[src/depthwise_conv3x3_u8_saturating_assert.svh]
// ----------------------------------------------------------------------------
// Assertion macros for the depthwise 3x3 convolution block
// Shorthand for clocked implications under the block's clock and reset.
// ----------------------------------------------------------------------------
`ifndef DEPTHWISE_CONV3X3_U8_SATURATING_ASSERT_SVH
`define DEPTHWISE_CONV3X3_U8_SATURATING_ASSERT_SVH

// same-cycle implication
`define DWC_ASSERT_NOW(lbl, ante, cons, msg) \
   lbl: assert property (@(posedge clock) disable iff (reset) (ante) |-> (cons)) else $error(msg);

// next-cycle implication
`define DWC_ASSERT_NEXT(lbl, ante, cons, msg) \
   lbl: assert property (@(posedge clock) disable iff (reset) (ante) |=> (cons)) else $error(msg);

`endif

[src/dwc_ram.sv]
// ----------------------------------------------------------------------------
// dwc_ram
// Generic memory: one write port, one read port, registered read data.
// ----------------------------------------------------------------------------
`default_nettype none

module dwc_ram #(
   parameter int WIDTH = 8,
   parameter int DEPTH = 64,
   localparam int AW = (DEPTH > 1) ? $clog2(DEPTH) : 1
) (
   input  wire logic             clock,
   input  wire logic             wr_en,
   input  wire logic [AW-1:0]    wr_addr,
   input  wire logic [WIDTH-1:0] wr_data,
   input  wire logic [AW-1:0]    rd_addr,
   output logic      [WIDTH-1:0] rd_data
);

   logic [WIDTH-1:0] mem [DEPTH];

   always_ff @(posedge clock) begin
      if (wr_en) begin
         mem[wr_addr] <= wr_data;
      end
      rd_data <= mem[rd_addr];
   end

endmodule

`default_nettype wire

[config.mk]
export PLATFORM = sky130hd
export DESIGN_NAME = dwc_ram
export DESIGN_NICKNAME = d
export VERILOG_FILES = /design/src/depthwise_conv3x3_u8_saturating_assert.svh /design/src/dwc_ram.sv
export SDC_FILE = /design/constraint.sdc
export NUM_CORES = 1
export LEC_CHECK = 0
export BUFFER_PORTS_ARGS = -buffer_cell sky130_fd_sc_hd__buf_2
export CAP_MARGIN = 40
export CORE_MARGIN = 2
export CORE_UTILIZATION = 30
export DETAILED_ROUTE_END_ITERATION = 7
export SLEW_MARGIN = 15
export SYNTH_ARGS = -nofsm -noshare
export SYNTH_HDL_FRONTEND = slang
export SYNTH_SLANG_ARGS = --single-unit
[constraint.sdc]
create_clock -name clock -period 2.3 [get_ports clock]
set_clock_uncertainty 0.2 [all_clocks]
set_input_delay 0.46 -clock clock [delete_from_list [all_inputs] [get_ports clock]]
set_output_delay 0.46 -clock clock [all_outputs]
set_load 0.02 [all_outputs]
==> results.md <==
* Status: finished clean
* Syn Std Cell Area at 20200 um2
* Buffers & Inverters on Critical Path at 2
* Ports at 30
* Nets at 1164
* Worst R2R Path Depth at 6
* Die X at 263 um
* Startpoint types: input port
* Critical path capture point type: register
* Initial Util at 30.2%
* Critical path type: in -> reg
* Clk root buf: clkbuf_16
* Switching power at 4160 uW
* # Post-CTS Setup Buffers at 0
* Type of the tightest min-delay check: in -> reg
* Endpoints failing hold at 0
* RR Startpoint: mem[21][6]
* WL final at 48300 um
* Grt met1 use at 19.4%
* TNS Setup at 0 ns
* Busiest grt layer: met2
* Num CTS Buffers at 50
* CP max stage cell: mux4_2
* Synth unique cells at 40
* Vias in the first global route at 10.6k
* Synth Register Bits at 520
* VDD IR-drop max at 523 uV
* Setup slack, reg-to-reg at 0.10 ns
* Crit path DAT at 2.50 ns
* Worst Path Required at 2.56 ns
* FFs w/ async S/R, synth at 0%
* Slew Limit Fails at 0
* Max-cap violations at 0
* Worst R2R End: rd_data[6]
* Met2 Track Usage GR at 21.9%
* DR pass1 iterations at 5
* Routability cong. at 0.822
* Post-synthesis net count at 962
* Final ANT Viol Nets at 0
* Iteration-0 DRC Markers at 1032
* Drc violations at 0
* Reg power frac at 52.4%
* Final Cycle Share at 97.4%
* Critical path endpoint: rd_data[5]
* Post-synth EDFFs at 512
* Worst-path fanout max at 19
* Critical Path Most Common Cell: mux4_2
* First-pass GRT wire length at 71800 um
* Worst rel slew slack at 47.4%
* Hold depth at 3
* Port Buffer Count at 29
* Core area at 66800 um2
* Share of layout cells above drive strength 1 at 34.7%
* Number of vias per cell at 4.92
* Later-pin clock latency in the skew report at 0.59 ns
* Synthesized instance count at 940
* Synth Area per Inst at 21.5 um2
* H-tree depth at 2
* P_int at 15900 uW
* DR WL/cell at 23.5 um
* Routed vias at 10.1k
* Levels on crit path at 6
* Post-DP HPWL at 31400 um
* Slowest cell delay on critical path at 0.56 ns
* Slew at the pin with the worst max-slew slack at 0.789 ns
* Logic pwr share at 5.8%
* Final setup violation count at 0
* Critical path startpoint: rd_addr[0]
* CTS tree: done
* Leak at 0.00786 uW
* Sequential area share after synthesis at 77.0%
* Power per cell area at 825 nW/um2
* Primary FF master, synth: edfxtp_1
* Cells along the critical path: clkbuf_8 > buf_12 > mux4_2 > mux4_2 > o21ai_2 > o41ai_1
* Total Routing Usage GR at 14.1%
* Fmax at 0.446 GHz
* Clk slew on worst S/H paths at 0.06 ns
* Clock Power Share at 41.8%
* Tmin final at 2.24 ns
* P&R area growth vs syn at 20.8%
* Initial antenna violation count at 5
* Synth warnings at 0
* GR met3 Demand/Resource at 4.16%
* Final total power at 20100 uW
* Standard-cell rows at 95
* Largest net degree at the start of global routing at 65
* Grt ovf at 0
* Max Root-Sink Buffers at 3
* # clock sinks at 520
* Delay-heaviest family, CP: multiplexers
* Chip Height at 263 um
* Switching Share at 20.7%
* DIE AREA at 69300 um2
* RSZ-0062 raised after global routing: no
[cells in the mapped netlist (2+ instances only)]
master	n	share of area, %
edfxtp_1	512	76
mux4_2	126	14
nor2_1	83	1.5
mux2i_1	23	1.1
nand2_1	19	0.35
clkbuf_1	17	0.32
nor2b_1	14	0.43
buf_4	13	0.48
mux2_2	13	0.73
nand3_1	13	0.32
buf_2	11	0.27
dfxtp_1	8	0.79
o221ai_1	8	0.35
o22ai_1	8	0.25
nand2b_1	7	0.22
nor3_1	7	0.17
a221oi_1	6	0.26
a211oi_1	4	0.15
buf_1	4	0.074
buf_6	4	0.22
a21oi_1	3	0.074
a22oi_1	3	0.11
nand3b_1	3	0.11
o2111ai_1	3	0.13
o2bb2ai_1	3	0.13
a2111oi_0	2	0.087
buf_12	2	0.20
nand4_1	2	0.062
nor4_1	2	0.062
o21a_1	2	0.074
o21ai_0	2	0.050
o21ai_1	2	0.050
o221a_2	2	0.11
o32ai_1	2	0.087
o41ai_1	2	0.087
[final cells by class]
class | instances | area (um2)
antenna | 2 | 5.00
clock buffer | 70 | 1410
clock inverter | 23 | 262
fill | 6146 | 42400
multi-input combinational | 369 | 4330
sequential | 520 | 15500
tap | 873 | 1090
timing repair buffer | 201 | 1730
[layer usage]
metal	share of wire [%]	wire (um)
met5	0.072	35
met4	2.0	987
met3	8.1	3910
met2	47	22500
met1	43	20900
[sequential cells by signal, indices dropped and copies added, names as in the netlist]
name / count
mem: 512
rd_data: 8
[cell families (layout without fill, tap and decap cells)]
group | count (synthesis) | in the layout | share of synthesized area (%)
DFF | 520 | 520 | 77.0
buffers and inverters | 51 | 294 | 1.57
AOI/OAI and AO/OA | 54 | 54 | 2.07
muxes | 162 | 162 | 15.9
and+or+nand+nor | 153 | 153 | 3.39
other | 0 | 2 | 0
[metrics by stage]
step / util, % / hold slack [ns] / std cells / instance area, um2 / setup slack, ns
CTS: 36.4 / 0.0996 / 2056 / 24300 / 0.0485
floorplan: - / 0.359 / 940 / 20200 / 0.0000189
global placement: 33.9 / 0.663 / 1961 / 22600 / -0.577
finish: 36.5 / 0.139 / 2058 / 24400 / 0.0587
detailed placement: 33.9 / 0.621 / 1962 / 22700 / -0.582
global route: 36.5 / 0.127 / 2057 / 24400 / 0.0387
[cells in the final DEF, fill, tap and decap left out, types with 15 or more instances in the layout]
| cell | n |
|---|---|
| buf_12 | 22 |
| buf_2 | 26 |
| buf_4 | 151 |
| clkbuf_1 | 15 |
| clkbuf_16 | 53 |
| edfxtp_1 | 512 |
| mux2i_1 | 23 |
| mux4_2 | 126 |
| nand2_1 | 19 |
| nor2_1 | 83 |
[tightest hold or removal path, cell delays in order]
cell       delay, ns
buf_2           0.23
nand2_1         0.11
o2bb2ai_1       0.05
[worst min path at each step]
stage / startpoint / slack, ns / to
final: rd_addr[5] / 0.14 / rd_data[0]
after global routing: rd_addr[5] / 0.13 / rd_data[2]
after CTS: rd_addr[5] / 0.1 / rd_data[0]
after detailed placement: wr_data[3] / 0.62 / mem[16][3]
after global placement: mem[31][6] / 0.66 / rd_data[6]
after floorplan: wr_data[0] / 0.36 / mem[0][0]
[power groups by stage]
stage	Clock (uW)	Combinational, uW	Sequential (uW)
3_5_place_dp	0	1170	10700
2_1_floorplan	0	560	10700
4_1_cts	8610	1170	10500
6_report	8400	1160	10500
3_3_place_gp	0	1150	10700
5_1_grt	8950	1240	10500
[what timing repair did]
item,in CTS,in global routing
endpoints found under the setup margin,1,3
cloned,0,0
endpoints found under the hold margin,2,0
hold buffers,1,0
pin swaps,0,0
resized for setup,1,3
Note: power is estimated with default switching activity, not from simulation.
